==> config.mk <==
export PLATFORM = sky130hd
export DESIGN_NAME = source_tokenizer_unit
export DESIGN_NICKNAME = d
export VERILOG_FILES = /design/src/hdl/stu_pkg.sv /design/src/hdl/stu_scanner.sv /design/src/hdl/stu_token_queue.sv /design/src/hdl/stu_emitter.sv /design/src/hdl/source_tokenizer_unit.sv
export SDC_FILE = /design/constraint.sdc
export NUM_CORES = 1
export LEC_CHECK = 0
export ABC_AREA = 1
export BUFFER_PORTS_ARGS = -buffer_cell sky130_fd_sc_hd__buf_4
export CAP_MARGIN = 20
export CORE_ASPECT_RATIO = 2
export CORE_MARGIN = 3
export CORE_UTILIZATION = 55
export CTS_CLUSTER_SIZE = 28
export DETAILED_ROUTE_END_ITERATION = 6
export PLACE_DENSITY_LB_ADDON = 0.15
export SYNTH_ARGS = -nofsm -noshare
export SYNTH_HDL_FRONTEND = slang
export SYNTH_HIERARCHICAL = 1
export SYNTH_SLANG_ARGS = --single-unit
==> constraint.sdc <==
create_clock -name i_clk -period 28.6 [get_ports i_clk]
set_input_delay 1.43 -clock i_clk [delete_from_list [all_inputs] [get_ports i_clk]]
set_output_delay 1.43 -clock i_clk [all_outputs]
set_load 0.02 [all_outputs]
==> src/hdl/stu_pkg.sv <==
// Shared types, token kind codes and the fixed lexical tables of the source tokenizer.
// Used by every module of the block; depends on nothing else.

package stu_pkg;

    // Scanner modes.
    typedef enum logic [1:0] {
        MODE_IDLE   = 2'd0,
        MODE_IDENT  = 2'd1,
        MODE_NUMBER = 2'd2,
        MODE_STRING = 2'd3
    } t_mode;

    // Token kind codes.
    localparam logic [4:0] KIND_IDENT   = 5'd0;
    localparam logic [4:0] KIND_NUMBER  = 5'd1;
    localparam logic [4:0] KIND_STRING  = 5'd2;
    localparam logic [4:0] KIND_KW_BASE = 5'd3;
    localparam logic [4:0] KIND_SYM_BASE = 5'd10;
    localparam logic [4:0] KIND_UNKNOWN = 5'd20;
    localparam logic [4:0] KIND_EOF     = 5'd21;
    localparam logic [4:0] KIND_UNTERM  = 5'd22;

    // Input command codes.
    localparam logic CMD_BYTE = 1'b0;
    localparam logic CMD_END  = 1'b1;

    localparam logic [7:0] CHAR_LF    = 8'h0A;
    localparam logic [7:0] CHAR_CR    = 8'h0D;
    localparam logic [7:0] CHAR_TAB   = 8'h09;
    localparam logic [7:0] CHAR_SPACE = 8'h20;
    localparam logic [7:0] CHAR_QUOTE = 8'h22;

    localparam logic [30:0] NUM_MAX = 31'h7FFF_FFFF;

    // Token queue between the scanner and the output stage.
    localparam int QUEUE_DEPTH = 4;
    localparam int QUEUE_AW    = 2;
    localparam int QUEUE_CW    = 3;

    // Keywords packed first character in the lowest byte, with their lengths.
    localparam logic [39:0] KW_WORD [7] = '{
        40'h00_0072_6176,   // var
        40'h74_6E69_7270,   // print
        40'h00_0072_6F66,   // for
        40'h00_6575_7274,   // true
        40'h65_736C_6166,   // false
        40'h00_0000_6669,   // if
        40'h00_6573_6C65    // else
    };
    localparam logic [2:0] KW_LEN [7] = '{3'd3, 3'd5, 3'd3, 3'd4, 3'd5, 3'd2, 3'd4};

    // Single-character symbols, in kind order.
    localparam logic [7:0] SYM_CHAR [10] = '{
        8'h2B, 8'h2D, 8'h2A, 8'h2F, 8'h3B, 8'h3D, 8'h28, 8'h29, 8'h7B, 8'h7D
    };

    typedef struct packed {
        logic       cmd;
        logic [7:0] char_byte;
    } t_item;

    typedef struct packed {
        logic [4:0]  token_kind;
        logic [15:0] token_line;
        logic [15:0] token_column;
        logic [15:0] token_length;
        logic [30:0] number_value;
        logic        number_overflow;
        logic [7:0]  unknown_char;
        logic        last_of_run;
    } t_token;

    // Up to two tokens produced by one input transfer, in order.
    typedef struct packed {
        logic   push_a;
        logic   push_b;
        t_token tok_a;
        t_token tok_b;
    } t_scan_push;

    // A length of zero stands for a word too long to be a keyword.
    function automatic logic [4:0] word_kind(input logic [39:0] word, input logic [2:0] len);
        logic [4:0] kind;
        kind = KIND_IDENT;
        for (int k = 0; k < 7; k++) begin
            if (len == KW_LEN[k] && word == KW_WORD[k]) begin
                kind = 5'(int'(KIND_KW_BASE) + k);
            end
        end
        return kind;
    endfunction

    function automatic logic [4:0] symbol_kind(input logic [7:0] c);
        logic [4:0] kind;
        kind = KIND_UNKNOWN;
        for (int k = 0; k < 10; k++) begin
            if (SYM_CHAR[k] == c) begin
                kind = 5'(int'(KIND_SYM_BASE) + k);
            end
        end
        return kind;
    endfunction

endpackage

==> src/hdl/stu_scanner.sv <==
// Front end of the tokenizer: takes source bytes, keeps the scan state and positions,
// and produces up to two finished tokens per transfer. Depends on stu_pkg.

module stu_scanner #(
    parameter int POS_BITS = 16
) (
    input  logic                i_clk,
    input  logic                i_rst_n,
    input  logic                i_accept,
    input  stu_pkg::t_item      i_item,
    output stu_pkg::t_scan_push o_scan
);

    localparam logic [POS_BITS-1:0] POS_ONE   = POS_BITS'(1);
    localparam logic [POS_BITS-1:0] SHORT_LEN = POS_BITS'(5);

    stu_pkg::t_mode r_mode, n_mode;
    logic [POS_BITS-1:0] r_cur_line, n_cur_line;
    logic [POS_BITS-1:0] r_cur_col, n_cur_col;
    logic [POS_BITS-1:0] r_start_line, n_start_line;
    logic [POS_BITS-1:0] r_start_col, n_start_col;
    logic [POS_BITS-1:0] r_run_len, n_run_len;
    logic [30:0] r_accum, n_accum;
    logic        r_sat, n_sat;
    logic [39:0] r_word, n_word;
    logic        r_finished, n_finished;

    logic [7:0]  w_c;
    logic        w_digit, w_alpha, w_space, w_quote;
    logic        w_active, w_byte, w_flush, w_cont_ident, w_cont_num, w_fresh;
    logic [POS_BITS-1:0] w_run_inc;
    logic [34:0] w_prod;
    logic [2:0]  w_kw_len;

    function automatic logic [POS_BITS-1:0] sat_inc(input logic [POS_BITS-1:0] v);
        return (&v) ? v : v + POS_ONE;
    endfunction

    function automatic logic [15:0] to_pos16(input logic [POS_BITS-1:0] v);
        logic [31:0] wide;
        wide = 32'(v);
        return wide[15:0];
    endfunction

    assign w_c     = i_item.char_byte;
    assign w_digit = (w_c >= 8'h30) && (w_c <= 8'h39);
    assign w_alpha = ((w_c >= 8'h61) && (w_c <= 8'h7A)) || ((w_c >= 8'h41) && (w_c <= 8'h5A));
    assign w_space = (w_c == stu_pkg::CHAR_SPACE) || (w_c == stu_pkg::CHAR_CR)
                  || (w_c == stu_pkg::CHAR_TAB) || (w_c == stu_pkg::CHAR_LF);
    assign w_quote = (w_c == stu_pkg::CHAR_QUOTE);

    assign w_active = i_accept && !r_finished;
    assign w_byte   = w_active && (i_item.cmd == stu_pkg::CMD_BYTE);

    // A pending word or number ends on the first byte that cannot extend it.
    assign w_flush      = w_byte && (((r_mode == stu_pkg::MODE_IDENT) && !(w_alpha || w_digit))
                                  || ((r_mode == stu_pkg::MODE_NUMBER) && !w_digit));
    assign w_cont_ident = (r_mode == stu_pkg::MODE_IDENT) && (w_alpha || w_digit);
    assign w_cont_num   = (r_mode == stu_pkg::MODE_NUMBER) && w_digit;
    assign w_fresh      = (r_mode == stu_pkg::MODE_IDLE) || w_flush;

    assign w_run_inc = sat_inc(r_run_len);
    assign w_prod    = {1'b0, r_accum, 3'b000} + {3'b000, r_accum, 1'b0} + {31'd0, w_c[3:0]};
    assign w_kw_len  = (r_run_len <= SHORT_LEN) ? r_run_len[2:0] : 3'd0;

    // Next scan mode.
    always_comb begin
        n_mode = r_mode;
        if (w_active) begin
            if (i_item.cmd == stu_pkg::CMD_END) begin
                n_mode = stu_pkg::MODE_IDLE;
            end else begin
                unique case (r_mode)
                    stu_pkg::MODE_STRING: begin
                        if (w_quote) n_mode = stu_pkg::MODE_IDLE;
                    end
                    stu_pkg::MODE_IDENT,
                    stu_pkg::MODE_NUMBER,
                    stu_pkg::MODE_IDLE: begin
                        if (w_cont_ident || w_cont_num) begin
                            n_mode = r_mode;
                        end else if (w_alpha) begin
                            n_mode = stu_pkg::MODE_IDENT;
                        end else if (w_digit) begin
                            n_mode = stu_pkg::MODE_NUMBER;
                        end else if (w_quote) begin
                            n_mode = stu_pkg::MODE_STRING;
                        end else begin
                            n_mode = stu_pkg::MODE_IDLE;
                        end
                    end
                    default: n_mode = stu_pkg::MODE_IDLE;
                endcase
            end
        end
    end

    // Tokens and datapath updates.
    always_comb begin
        n_cur_line   = r_cur_line;
        n_cur_col    = r_cur_col;
        n_start_line = r_start_line;
        n_start_col  = r_start_col;
        n_run_len    = r_run_len;
        n_accum      = r_accum;
        n_sat        = r_sat;
        n_word       = r_word;
        n_finished   = r_finished;

        o_scan = '0;

        // The pending token, as it would be closed now.
        o_scan.tok_a.token_line   = to_pos16(r_start_line);
        o_scan.tok_a.token_column = to_pos16(r_start_col);
        o_scan.tok_a.token_length = to_pos16(r_run_len);
        unique case (r_mode)
            stu_pkg::MODE_IDENT:  o_scan.tok_a.token_kind = stu_pkg::word_kind(r_word, w_kw_len);
            stu_pkg::MODE_NUMBER: begin
                o_scan.tok_a.token_kind      = stu_pkg::KIND_NUMBER;
                o_scan.tok_a.number_value    = r_accum;
                o_scan.tok_a.number_overflow = r_sat;
            end
            stu_pkg::MODE_STRING: o_scan.tok_a.token_kind = stu_pkg::KIND_UNTERM;
            default:              o_scan.tok_a.token_kind = stu_pkg::KIND_IDENT;
        endcase

        o_scan.tok_b.last_of_run  = 1'b1;
        o_scan.tok_b.token_line   = to_pos16(r_cur_line);
        o_scan.tok_b.token_column = to_pos16(r_cur_col);

        if (w_active && (i_item.cmd == stu_pkg::CMD_END)) begin
            o_scan.push_a = (r_mode != stu_pkg::MODE_IDLE);
            o_scan.push_b = 1'b1;
            o_scan.tok_b.token_kind = stu_pkg::KIND_EOF;
            n_finished = 1'b1;
        end else if (w_byte) begin
            // Every source byte moves the position on.
            if (w_c == stu_pkg::CHAR_LF) begin
                n_cur_line = sat_inc(r_cur_line);
                n_cur_col  = POS_ONE;
            end else begin
                n_cur_col  = sat_inc(r_cur_col);
            end

            if (r_mode == stu_pkg::MODE_STRING) begin
                n_run_len = w_run_inc;
                if (w_quote) begin
                    o_scan.push_b = 1'b1;
                    o_scan.tok_b.token_kind   = stu_pkg::KIND_STRING;
                    o_scan.tok_b.token_line   = to_pos16(r_start_line);
                    o_scan.tok_b.token_column = to_pos16(r_start_col);
                    o_scan.tok_b.token_length = to_pos16(w_run_inc);
                end
            end else begin
                o_scan.push_a = w_flush;
                if (w_cont_ident) begin
                    if (r_run_len < SHORT_LEN) begin
                        n_word[{r_run_len[2:0], 3'b000} +: 8] = w_c;
                    end
                    n_run_len = w_run_inc;
                end else if (w_cont_num) begin
                    if (w_prod[34:31] != 4'd0) begin
                        n_accum = stu_pkg::NUM_MAX;
                        n_sat   = 1'b1;
                    end else begin
                        n_accum = w_prod[30:0];
                    end
                    n_run_len = w_run_inc;
                end else if (w_fresh && !w_space) begin
                    if (w_alpha || w_digit || w_quote) begin
                        n_start_line = r_cur_line;
                        n_start_col  = r_cur_col;
                        n_run_len    = POS_ONE;
                        n_accum      = w_digit ? {27'd0, w_c[3:0]} : 31'd0;
                        n_sat        = 1'b0;
                        n_word       = w_alpha ? {32'd0, w_c} : 40'd0;
                    end else begin
                        o_scan.push_b = 1'b1;
                        o_scan.tok_b.token_kind   = stu_pkg::symbol_kind(w_c);
                        o_scan.tok_b.token_length = 16'd1;
                        if (stu_pkg::symbol_kind(w_c) == stu_pkg::KIND_UNKNOWN) begin
                            o_scan.tok_b.unknown_char = w_c;
                        end
                    end
                end
            end
        end

        o_scan.tok_a.last_of_run = !o_scan.push_b;
    end

    always_ff @(posedge i_clk) begin
        if (!i_rst_n) begin
            r_mode       <= stu_pkg::MODE_IDLE;
            r_cur_line   <= POS_ONE;
            r_cur_col    <= POS_ONE;
            r_start_line <= POS_ONE;
            r_start_col  <= POS_ONE;
            r_run_len    <= '0;
            r_accum      <= '0;
            r_sat        <= 1'b0;
            r_word       <= '0;
            r_finished   <= 1'b0;
        end else begin
            r_mode       <= n_mode;
            r_cur_line   <= n_cur_line;
            r_cur_col    <= n_cur_col;
            r_start_line <= n_start_line;
            r_start_col  <= n_start_col;
            r_run_len    <= n_run_len;
            r_accum      <= n_accum;
            r_sat        <= n_sat;
            r_word       <= n_word;
            r_finished   <= n_finished;
        end
    end

    a_finished_sticky: assert property (@(posedge i_clk) disable iff (!i_rst_n)
        r_finished |=> r_finished)
        else $error("end of source state was lost");

    a_silent_after_end: assert property (@(posedge i_clk) disable iff (!i_rst_n)
        r_finished |-> !(o_scan.push_a || o_scan.push_b))
        else $error("token produced after end of source");

    a_end_marks_last: assert property (@(posedge i_clk) disable iff (!i_rst_n)
        (o_scan.push_a && !o_scan.push_b) |-> o_scan.tok_a.last_of_run)
        else $error("lone token not marked as last of its run");

endmodule

==> src/hdl/stu_token_queue.sv <==
// Small token queue between scanner and output stage: two writes and one read per cycle.
// Depends on stu_pkg for the token type and queue size.

module stu_token_queue (
    input  logic                i_clk,
    input  logic                i_rst_n,
    input  stu_pkg::t_scan_push i_scan,
    input  logic                i_pop,
    output logic                o_nonempty,
    output logic                o_nearly_full,
    output stu_pkg::t_token     o_head
);

    stu_pkg::t_token r_mem [stu_pkg::QUEUE_DEPTH];
    logic [stu_pkg::QUEUE_AW-1:0] r_wr_ptr, n_wr_ptr;
    logic [stu_pkg::QUEUE_AW-1:0] r_rd_ptr, n_rd_ptr;
    logic [stu_pkg::QUEUE_CW-1:0] r_count, n_count;
    logic [stu_pkg::QUEUE_AW-1:0] w_wr_next;
    logic [stu_pkg::QUEUE_CW-1:0] w_pushes;

    assign w_wr_next = r_wr_ptr + stu_pkg::QUEUE_AW'(1);
    assign w_pushes  = stu_pkg::QUEUE_CW'(i_scan.push_a) + stu_pkg::QUEUE_CW'(i_scan.push_b);

    assign n_wr_ptr = r_wr_ptr + w_pushes[stu_pkg::QUEUE_AW-1:0];
    assign n_rd_ptr = r_rd_ptr + stu_pkg::QUEUE_AW'(i_pop);
    assign n_count  = r_count + w_pushes - stu_pkg::QUEUE_CW'(i_pop);

    assign o_nonempty    = (r_count != '0);
    // Room for two tokens is kept for every transfer that the scanner takes.
    assign o_nearly_full = (r_count > stu_pkg::QUEUE_CW'(stu_pkg::QUEUE_DEPTH - 2));
    assign o_head        = r_mem[r_rd_ptr];

    always_ff @(posedge i_clk) begin
        if (i_scan.push_a) begin
            r_mem[r_wr_ptr] <= i_scan.tok_a;
            if (i_scan.push_b) r_mem[w_wr_next] <= i_scan.tok_b;
        end else if (i_scan.push_b) begin
            r_mem[r_wr_ptr] <= i_scan.tok_b;
        end
    end

    always_ff @(posedge i_clk) begin
        if (!i_rst_n) begin
            r_wr_ptr <= '0;
            r_rd_ptr <= '0;
            r_count  <= '0;
        end else begin
            r_wr_ptr <= n_wr_ptr;
            r_rd_ptr <= n_rd_ptr;
            r_count  <= n_count;
        end
    end

    a_no_overflow: assert property (@(posedge i_clk) disable iff (!i_rst_n)
        r_count <= stu_pkg::QUEUE_CW'(stu_pkg::QUEUE_DEPTH))
        else $error("token queue overflow");

    a_no_underflow: assert property (@(posedge i_clk) disable iff (!i_rst_n)
        i_pop |-> (r_count != '0))
        else $error("token queue read while empty");

    a_push_with_room: assert property (@(posedge i_clk) disable iff (!i_rst_n)
        (w_pushes != '0) |-> (r_count <= stu_pkg::QUEUE_CW'(stu_pkg::QUEUE_DEPTH - 2)))
        else $error("token queue written without room for two tokens");

endmodule

==> src/hdl/stu_emitter.sv <==
// Back end of the tokenizer: output register that presents one token per transfer.
// Depends on stu_pkg for the token type.

module stu_emitter (
    input  logic            i_clk,
    input  logic            i_rst_n,
    input  logic            i_nonempty,
    input  stu_pkg::t_token i_head,
    output logic            o_pop,
    input  logic            i_out_stall,
    output logic            o_out_valid,
    output stu_pkg::t_token o_out_token
);

    logic            r_valid;
    stu_pkg::t_token r_token;

    // Load a new token whenever the register is empty or its token leaves this cycle.
    assign o_pop       = i_nonempty && (!r_valid || !i_out_stall);
    assign o_out_valid = r_valid;
    assign o_out_token = r_token;

    always_ff @(posedge i_clk) begin
        if (o_pop) r_token <= i_head;
    end

    always_ff @(posedge i_clk) begin
        if (!i_rst_n) begin
            r_valid <= 1'b0;
        end else if (o_pop) begin
            r_valid <= 1'b1;
        end else if (!i_out_stall) begin
            r_valid <= 1'b0;
        end
    end

endmodule

==> src/hdl/source_tokenizer_unit.sv <==
// Top level of the source tokenizer: scanner, token queue and output register.
// Depends on stu_pkg, stu_scanner, stu_token_queue and stu_emitter.
//
// Usage:
//   Input channel (i_in_valid, o_in_stall, i_in_item) carries one source byte per
//   transfer, or an end-of-source command. Output channel (o_out_valid, i_out_stall,
//   o_out_token) carries tokens, one per transfer, in source order.
//   One input byte is taken every cycle while o_in_stall is low. A byte gives zero,
//   one or two tokens; the last token caused by a transfer has last_of_run set. End
//   of source gives any pending token, then an end-of-file token, and every later
//   input is taken and dropped. Tokens pass through the queue to the output register.
//   Unless i_out_stall is high, the output side delivers one token per cycle, so a
//   long run of bytes that each give two tokens is paced by the output register and
//   the four-entry queue: o_in_stall rises while fewer than two queue entries are free.
//   When the receiver stalls, the output token holds, the queue fills and the input
//   channel is stalled in turn; nothing is lost.
//   Reset (synchronous, active low) empties the queue and output register and returns
//   the scanner to line 1, column 1, with no pending token.
//   POS_BITS sets the width of the line, column and length counters, which saturate.

module source_tokenizer_unit #(
    parameter int POS_BITS = 16
) (
    input  logic            i_clk,
    input  logic            i_rst_n,
    input  logic            i_in_valid,
    output logic            o_in_stall,
    input  stu_pkg::t_item  i_in_item,
    output logic            o_out_valid,
    input  logic            i_out_stall,
    output stu_pkg::t_token o_out_token
);

    stu_pkg::t_scan_push w_scan;
    stu_pkg::t_token     w_head;
    logic                w_nonempty;
    logic                w_nearly_full;
    logic                w_pop;
    logic                w_accept;

    assign o_in_stall = w_nearly_full;
    assign w_accept   = i_in_valid && !w_nearly_full;

    stu_scanner #(
        .POS_BITS (POS_BITS)
    ) u_scanner (
        .i_clk    (i_clk),
        .i_rst_n  (i_rst_n),
        .i_accept (w_accept),
        .i_item   (i_in_item),
        .o_scan   (w_scan)
    );

    stu_token_queue u_queue (
        .i_clk         (i_clk),
        .i_rst_n       (i_rst_n),
        .i_scan        (w_scan),
        .i_pop         (w_pop),
        .o_nonempty    (w_nonempty),
        .o_nearly_full (w_nearly_full),
        .o_head        (w_head)
    );

    stu_emitter u_emitter (
        .i_clk       (i_clk),
        .i_rst_n     (i_rst_n),
        .i_nonempty  (w_nonempty),
        .i_head      (w_head),
        .o_pop       (w_pop),
        .i_out_stall (i_out_stall),
        .o_out_valid (o_out_valid),
        .o_out_token (o_out_token)
    );

endmodule
Yosys cells after proc, flatten, opt, wreduce, memory -nomap -nowiden --
Memory sizes are Yosys's and may differ from the RTL's. A register that Yosys moved wholly into a read port is not among the register bits. Index checks and enable logic that the tools add are counted.
Word-level totals: register bits after elaboration 163, memory bits (writable) 376, input port bits 13, output and inout bits 96, word-level logic and storage cells 243, memories kept 1
Memory list:
- u_queue.r_mem | words 4, bits a word 94, rd ports 1, clocked after memory_dff 1, wr ports 2, line stu_token_queue.sv:14 | stu_pkg::t_token r_mem [stu_pkg::QUEUE_DEPTH];
Operators by class: add/subtract/negate cells 12, $lt $le $gt $ge 9, eq/ne operators 37, shift operators 2, multiplexer cells 100, bitwise gates (word level) 7, reduce and logical (&&, ||, !) cells 61
Operators by type and width (count):
- 40-bit two-way mux | 5
- 16-bit two-way mux | 12
- 31-bit two-way mux | 4
- 5-bit two-way mux | 23
- 94-bit two-way mux | 1
- 40-bit by 23-bit == test with 1-bit output (second input constant) | 2
- 40-bit by 31-bit == test with 1-bit output (second input constant) | 2
- 40-bit by 39-bit == test with 1-bit output (second input constant) | 2
- 8-bit two-way mux | 9
- 6-bit by 8-bit == test with 1-bit output (first input constant) | 8
- 32-bit two-way mux | 2
- 53-bit two-way mux | 1
- 50-bit two-way mux | 1
- 16-bit by 1-bit adder with 16-bit output (second input constant) | 3
- 48-bit two-way mux | 1
- 16-bit AND reduction | 3
- 40-bit bitwise mux | 1
- 40-bit by 15-bit == test with 1-bit output (second input constant) | 1
- 8-bit by 8-bit variable shift with 40-bit output (first input constant) | 1
- 8-bit by 8-bit variable part select with 40-bit output | 1
- 34-bit by 32-bit adder with 35-bit output | 1
- 35-bit by 4-bit adder with 35-bit output | 1
- 8-bit by 4-bit == test with 1-bit output (second input constant) | 3
- 1-bit logical AND | 21
- 44 further kinds | 119

Longest topological paths before layout --
Gate-level depths: netlist of the first run.
depth after elaboration 28, depth in mapped cells 23, gate-level depth less buffers 21

Cells and area by module --
Netlist of the first run, hierarchy kept.
Modules (own cells, without submodules):
- stu_token_queue | instances 1, cells each 2390, area an instance 20627.3 um^2, sequential area each 11431.0 um^2
- stu_scanner | instances 1, cells each 1830, area an instance 11531.1 um^2, sequential area each 3103.0 um^2
- stu_emitter | instances 1, cells each 100, area an instance 2867.8 um^2, sequential area each 2842.7 um^2
- source_tokenizer_unit | instances 1, cells each 2, area an instance 10.0 um^2, sequential area each 0.0 um^2

Worst setup path after synthesis of the first run --
OpenSTA, ideal clock, no wires.
path kind input -> register, from input i_in_item[3] (netlist name), to memory u_queue/r_mem[3][0] (netlist name), enable pin, setup time 0.685 ns, data arrival time 9.853 ns, data required time 27.915 ns, slack 18.063 ns, stages on the path 15, path buffers 1, cells stage by stage buf_4 > inv_2 > nor2_1 > inv_1 > nor2_1 > nand2_2 > inv_1 > nor3_1 > nand4_1 > nand2_1 > nor2_1 > inv_1 > inv_1 > ha_1 > o31ai_1
RTL lines:
- from (decl) | line source_tokenizer_unit.sv:28 | input stu_pkg::t_item i_in_item,
- to (decl) | line stu_token_queue.sv:14

==> reports/metrics.cfg, run 1 <==
[worst_setup_path]
worst_setup_path_start_kind=input pin
worstPathRequired_ns=28.92
path_max_fanout=106
path_class=input pin to flop
crit_path_end_kind=flop
cp.arrival_ns=6.41

[clocking]
cts.sinks=633
clockBufferDepth=3
htree_levels=2
ctsResizeCount=0
cts_hold_buf=0
cts_setup_buffers=0
clock-root-buffer=clkbuf_16
clk_pin_slew_worst_paths_ns=0.07
cts_tree=yes
cts_inserted_buffers=55
clk_latency_ns=0.63

[routing]
drt_wl_total_mm=87.6
via_count=28200
remaining_drc_errors=0
first_pass_iters=6
drtIter0Drc=1705
wl_per_cell_um=17.1
antenna_left=0
viasPerCell=5.49

[place]
port_buffers=108
gp_congestion=0.950
dp_cells=5027
dp_hpwl_mm=57.7

[pwr]
power_frac_seq=0.452
leakagePower_nw=14.5
combinationalPowerShare=0.268
p_switching_w=0.000950
internal_power_w=0.00188
swShare=0.336
irDropWorstVdd_v=0.0000942
clockPowerShare=0.280
p_per_area_nw_per_um2=74.9

[timing]
slew_violations=0
slew_headroom=0.231
finalCriticalPeriod_ns=6.09
skew_ns=0.0187
rsz0062_at_grt=no
period_share=0.213
fin_tns_setup_ns=0
final_hold_viol_count=0
finalSetupViolCount=0
max_freq_ghz=0.164
worstMarginPinSlew_ns=1.14

[hold_path]
worstHoldPathType=flop to flop

[cells_and_area]
antenna_cells=0
num-fill-cells=5629
fin_util=0.600
layout_commonest_cell=nand2_1
layout-drive-gt1-share=0.0784
syn_to_final_growth_pct=7.80
final_nets=4384
multi_input_area_um2=14000
final_cell_mix=nand2_1 (1,083), inv_1 (629), o21ai_0 (589)
fin_cells=5131
seqCellArea_um2=17400

[grt]
grt_start_max_net_pins=121
overflow=0
grtUsageMet1=0.264
track_usage=0.259
grt_most_used_layer=met2
antenna_found_initial=0
grt_pass1_vias=27000
grt.met3_usage=0.0292
grtUsageMet2=0.506
grt_pass1_wl_mm=138

[yosys]
ys.flop_type=edfxtp_1
synth_cells=4322
yosysWarnings=6
synth-seq-cells=633
syn-cell-area_um2=35000
synth.top_cell.area_share=0.403
synth_edf_count=470
synth-seq-area-share=0.496
ys_types=56
synth_area_leaders=edfxtp_1 (40%), nand2_1 (12%), dfxtp_1 (9.3%)
synth_area_leader_cell=edfxtp_1
syn_area_per_cell_um2=8.11
synthArstFlopShare=0

[die]
start_util=0.557
die_h_um=363
die_w_um=184
ios=109
rows=130
dieArea_um2=67000
fp.coreArea_um2=62900

[flow_run]
max_cap_viol_count=0

[status]
status=finished, final reports clean

## flip-flops by register name, summed over array words and instances, names as in the netlist, 3 cells and up
| name | flops |
|---|---|
| u_queue/r_count | 3 |
| u_scanner/r_start_col | 16 |
| u_scanner/r_word | 40 |
| u_queue/r_mem | 376 |
| u_scanner/r_start_line | 16 |
| u_scanner/r_cur_line | 16 |
| u_scanner/r_run_len | 16 |
| u_emitter/o_out_token | 94 |
| u_scanner/r_cur_col | 16 |
| u_scanner/r_accum | 31 |
## power groups by stage
| stage | logic (W) | clock network (W) | registers, W |
|---|---|---|---|
| 2_1_floorplan | 0.000425 | 0 | 0.00140 |
| 3_3_place_gp | 0.000750 | 0 | 0.00130 |
| 3_5_place_dp | 0.000760 | 0 | 0.00130 |
| 4_1_cts | 0.000764 | 0.000811 | 0.00128 |
| 5_1_grt | 0.000839 | 0.000840 | 0.00130 |
| 6_report | 0.000757 | 0.000792 | 0.00128 |
## per-stage QoR
step	power (W)	area [µm²]	hold slack, ns	setup slack, ns
global route	0.00298	37800	0.476	22.03
detailed placement	0.00206	35800	0.432	21.88
CTS	0.00286	37800	0.442	22.51
floorplan	0.00182	35200	0.418	18.06
finish	0.00283	37800	0.440	22.51
global placement	0.00205	35800	0.428	21.93
## logic make-up after synthesis
| logic type | count (synthesis) | synth area share |
|---|---|---|
| AND/OR/NAND/NOR | 1576 | 0.187 |
| AO/OA/AOI/OAI | 1088 | 0.169 |
| adder cells (fa/ha/maj) | 78 | 0.0285 |
| flip-flops | 633 | 0.496 |
| other | 2 | 0.000214 |
| XOR/XNOR | 29 | 0.00725 |
| buffers and inverters | 916 | 0.112 |
## Yosys cell counts, types with 3 or more instances
cell and count:
or2_2 8, o21bai_1 4, nor2_1 232, nand2_4 5
o21ai_1 76, nand4_1 39, o22ai_1 5, xor2_1 22
nand3_1 81, nor3_1 63, nor2_2 4, nor4_1 17
buf_4 73, nand3_2 5, a21oi_1 246, nand2_2 11
xnor2_1 7, nor2_4 9, dfxtp_1 163, a21o_1 3
buf_1 9, inv_1 629, inv_4 5, and3_1 4
a22oi_1 8, ha_1 75, o21ai_0 589, a211oi_1 7
o31ai_1 8, buf_6 11, nand2_1 1083, buf_2 88
nand3_4 4, clkbuf_1 81, fa_1 3, a31oi_1 14
o211ai_1 99, o21ai_2 21, inv_2 16, edfxtp_1 470
## per-layer routing
metal	up-vias	routed length, µm	share of wire
li1	14200	-	-
met1	13100	31600	0.36
met2	696	47900	0.55
met3	258	3460	0.039
met4	0	4650	0.053
met5	-	0	0
## final timing paths
path | start | endpoint | slack (ns) | cells after the start
max | i_in_item[7] | u_queue/r_mem[3][34] | 22.51 | 20
min | u_scanner/r_word[15] | u_scanner/r_word[15] | 0.44 | 2
max reg2reg | u_queue/r_count[2] | u_queue/r_mem[3][34] | 22.76 | 17
min reg2reg | u_scanner/r_word[15] | u_scanner/r_word[15] | 0.44 | 2
## area by class of cell
class / instances / share of cell area
multi-input cells: 2812 / 0.370
clock inverters: 36 / 0.0116
repair buffers: 139 / 0.0280
clock buffers: 67 / 0.0387
inverters: 652 / 0.0651
well taps: 792 / 0.0262
flip-flops and latches: 633 / 0.460
## worst max-delay path, cell delays in order
cell	delay [ns]
buf_4	0.13
inv_1	0.09
nand2_1	0.10
nor2_2	0.13
nand2_2	0.09
inv_2	0.09
nand2_2	0.06
nor2_4	0.13
nand2_1	0.12
nor2_4	0.09
buf_4	0.51
inv_1	0.46
nand2_1	0.20
nor2_1	0.08
inv_1	0.13
ha_4	0.82
buf_4	1.00
o21ai_0	0.41
nand2_1	0.13
o21ai_0	0.11
No activity file was read; power rests on OpenSTA's default activity.
==> run 2: changes to the inputs <==
- clock period: 28.6 -> 5.3 ns (I/O delays scaled with it)
==> run 2 against run 1 <==
Net effect: final cell count up 0.14%; critical path depth is 4 lower; clock power rose to 5.4 times the previous value; first-iteration DRC count shrank 1.9%; critical path type is now flop to flop.
==> reports/metrics.cfg, run 2 (synthesis gave the netlist of run 1 again) <==
[worst_setup_path]
worstPathRequired_ns=5.55  ; was 28.92 ns
r2r-end=u_queue/r_mem[1][60]  ; was u_queue/r_mem[3][34]
worstSetupEndpoint=u_queue/r_mem[1][60]  ; was u_queue/r_mem[3][34]
worstReg2RegStart=u_queue/r_count[2]  ; unchanged
startpoint=u_queue/r_count[2]  ; was i_in_item[7]
r2r_slack_ns=1.24  ; was 22.76 ns
path_class=flop to flop  ; was input pin to flop
cp.arrival_ns=4.31  ; was 6.41 ns
path_max_fanout=43  ; was 106
crit_path_end_kind=flop  ; unchanged
worst_setup_path_start_kind=flop  ; was input pin
r2r_cells=16  ; was 17

[clocking]
cts_inserted_buffers=55  ; unchanged
cts_tree=yes  ; unchanged
clockBufferDepth=3  ; unchanged
cts_setup_buffers=0  ; unchanged
clock-root-buffer=clkbuf_16  ; unchanged
cts.sinks=633  ; unchanged
clk_pin_slew_worst_paths_ns=0.07  ; about the same
htree_levels=2  ; unchanged
clk_latency_ns=0.62  ; was 0.63 ns

[routing]
via_count=28100  ; was 28,200
wl_per_cell_um=16.8  ; was 17.1 µm
viasPerCell=5.47  ; was 5.49
remaining_drc_errors=0  ; unchanged
first_pass_iters=5  ; was 6
drtIter0Drc=1672  ; was 1,705
drt_wl_total_mm=86.6  ; was 87.6 mm
antenna_left=0  ; unchanged

[die]
rows=130  ; unchanged
start_util=0.557  ; unchanged
dieArea_um2=67000  ; unchanged
fp.coreArea_um2=62900  ; unchanged
die_h_um=363  ; unchanged
die_w_um=184  ; unchanged
ios=109  ; unchanged

[timing]
hold_slack_ns=0.0428  ; was 0.440 ns
final_hold_viol_count=0  ; unchanged
skew_ns=0.0153  ; was 0.0187 ns
max_freq_ghz=0.246
rsz0062_at_grt=no  ; unchanged
worstMarginPinSlew_ns=1.10  ; was 1.14 ns
slew_headroom=0.262  ; was 0.231
fin_tns_setup_ns=0  ; unchanged
finalCriticalPeriod_ns=4.06
finalSetupViolCount=0  ; unchanged
slew_violations=0  ; unchanged
period_share=0.767

[cells_and_area]
fin_area_um2=38000  ; was 37,800 µm²
syn_to_final_growth_pct=8.38  ; was 7.80%
final_nets=4389  ; was 4,384
layout_commonest_cell=nand2_1  ; unchanged
final_cell_mix=nand2_1 (1,083), inv_1 (630), o21ai_0 (589)  ; was nand2_1 (1,083), inv_1 (629), o21ai_0 (589)
layout-drive-gt1-share=0.0773  ; was 0.0784
largest_register=u_queue/r_mem  ; unchanged
largest_reg_flops=376  ; unchanged
fin_util=0.603  ; was 0.600

[pwr]
finalPower_w=0.0153  ; was 0.00283 W
leakagePower_nw=14.6  ; was 14.5 nW
irDropWorstVdd_v=0.000477  ; was 0.0000942 V
p_per_area_nw_per_um2=402  ; was 74.9 nW/µm²

[grt]
track_usage=0.258  ; was 0.259
antenna_found_initial=1  ; was 0
overflow=0  ; unchanged
grt_pass1_vias=27400  ; was 27,000
grt_start_max_net_pins=189  ; was 121
grt_pass1_wl_mm=139  ; was 138 mm

[hold_path]
hold_depth=5  ; was 2
worstHoldPathType=input pin to flop  ; was flop to flop

[flow_run]
max_cap_viol_count=0  ; unchanged

[place]
gp_congestion=1.00  ; was 0.950
place_area_um2=36000  ; was 35,800 µm²
port_buffers=108  ; unchanged
dp_hpwl_mm=56.4  ; was 57.7 mm

[status]
status=finished, final reports clean  ; unchanged

==> run 2: cell types whose count changed in the layout (fill, tap and decap cells not counted), sizes merged <==
cell,delta
inv,-1
clkbuf,-3
clkinv,+10
buf,-2
diode,+1
dlygate4sd3,+7
clkinvlp,-5
==> run 2: cell type report <==
class | count | area [µm²]
timing repair buffer | 144 | 1260
sequential | 633 | 17400
inverter | 652 | 2460
tap | 792 | 991
antenna | 1 | 2.50
clock buffer | 64 | 1460
fill | 5584 | 25000
clock inverter | 40 | 442
multi-input combinational | 2812 | 14000
==> run 2: critical path, stage by stage, from the launching register on <==
cell and delay [ns]:
dfxtp_1 0.31, inv_1 0.08, o21ai_0 0.14, nor2_2 0.13
nand2_1 0.11, nor2_4 0.09, buf_4 0.22, inv_2 0.10
nor2_1 0.13, nand4_1 0.51, nand2_1 0.24, nor2_1 0.09
inv_1 0.14, ha_1 0.48, nand3_4 0.17, o31ai_4 0.10
buf_4 0.59
==> run 2: where the power goes <==
| group | leakage [nW] | internal [W] | switching, W |
|---|---|---|---|
| combinational | 7.79 | 0.00125 | 0.00284 |
| sequential | 5.87 | 0.00654 | 0.000357 |
| clock | 0.936 | 0.00237 | 0.00189 |
| total | 14.6 | 0.0102 | 0.00509 |
==> run 2: worst min-delay path by stage <==
stage,to,start,slack (ns)
2_1_floorplan,u_queue/r_count[0],i_rst_n,0.36
3_3_place_gp,u_scanner/r_word[15],u_scanner/r_word[15],0.43
3_5_place_dp,u_scanner/r_word[15],u_scanner/r_word[15],0.44
4_1_cts,u_scanner/r_word[2],i_in_item[2],0.01
5_1_grt,u_scanner/r_word[2],i_in_item[2],0.05
6_report,u_scanner/r_word[14],i_in_item[6],0.04
==> run 2: stage by stage <==
| step | setup slack [ns] | cells |
|---|---|---|
| after floorplan | -1.36 | 4361 |
| after detailed placement | 1.24 | 5026 |
| final | 1.24 | 5138 |
| after CTS | 1.21 | 5137 |
| after global placement | 1.37 | 5026 |
| after global routing | 0.895 | 5138 |
==> run 2: repair_timing <==
action | in CTS | in global routing
endpoints found under the hold margin | 10 | 0
hold buffers | 7 | 0
gates resized for setup | 0 | 0
==> run 2: per-layer routing <==
layer | GRT usage | wire length [µm]
met5 | 0 | 0
met4 | 0.133 | 4700
met3 | 0.0267 | 3390
met2 | 0.501 | 47500
met1 | 0.269 | 31000
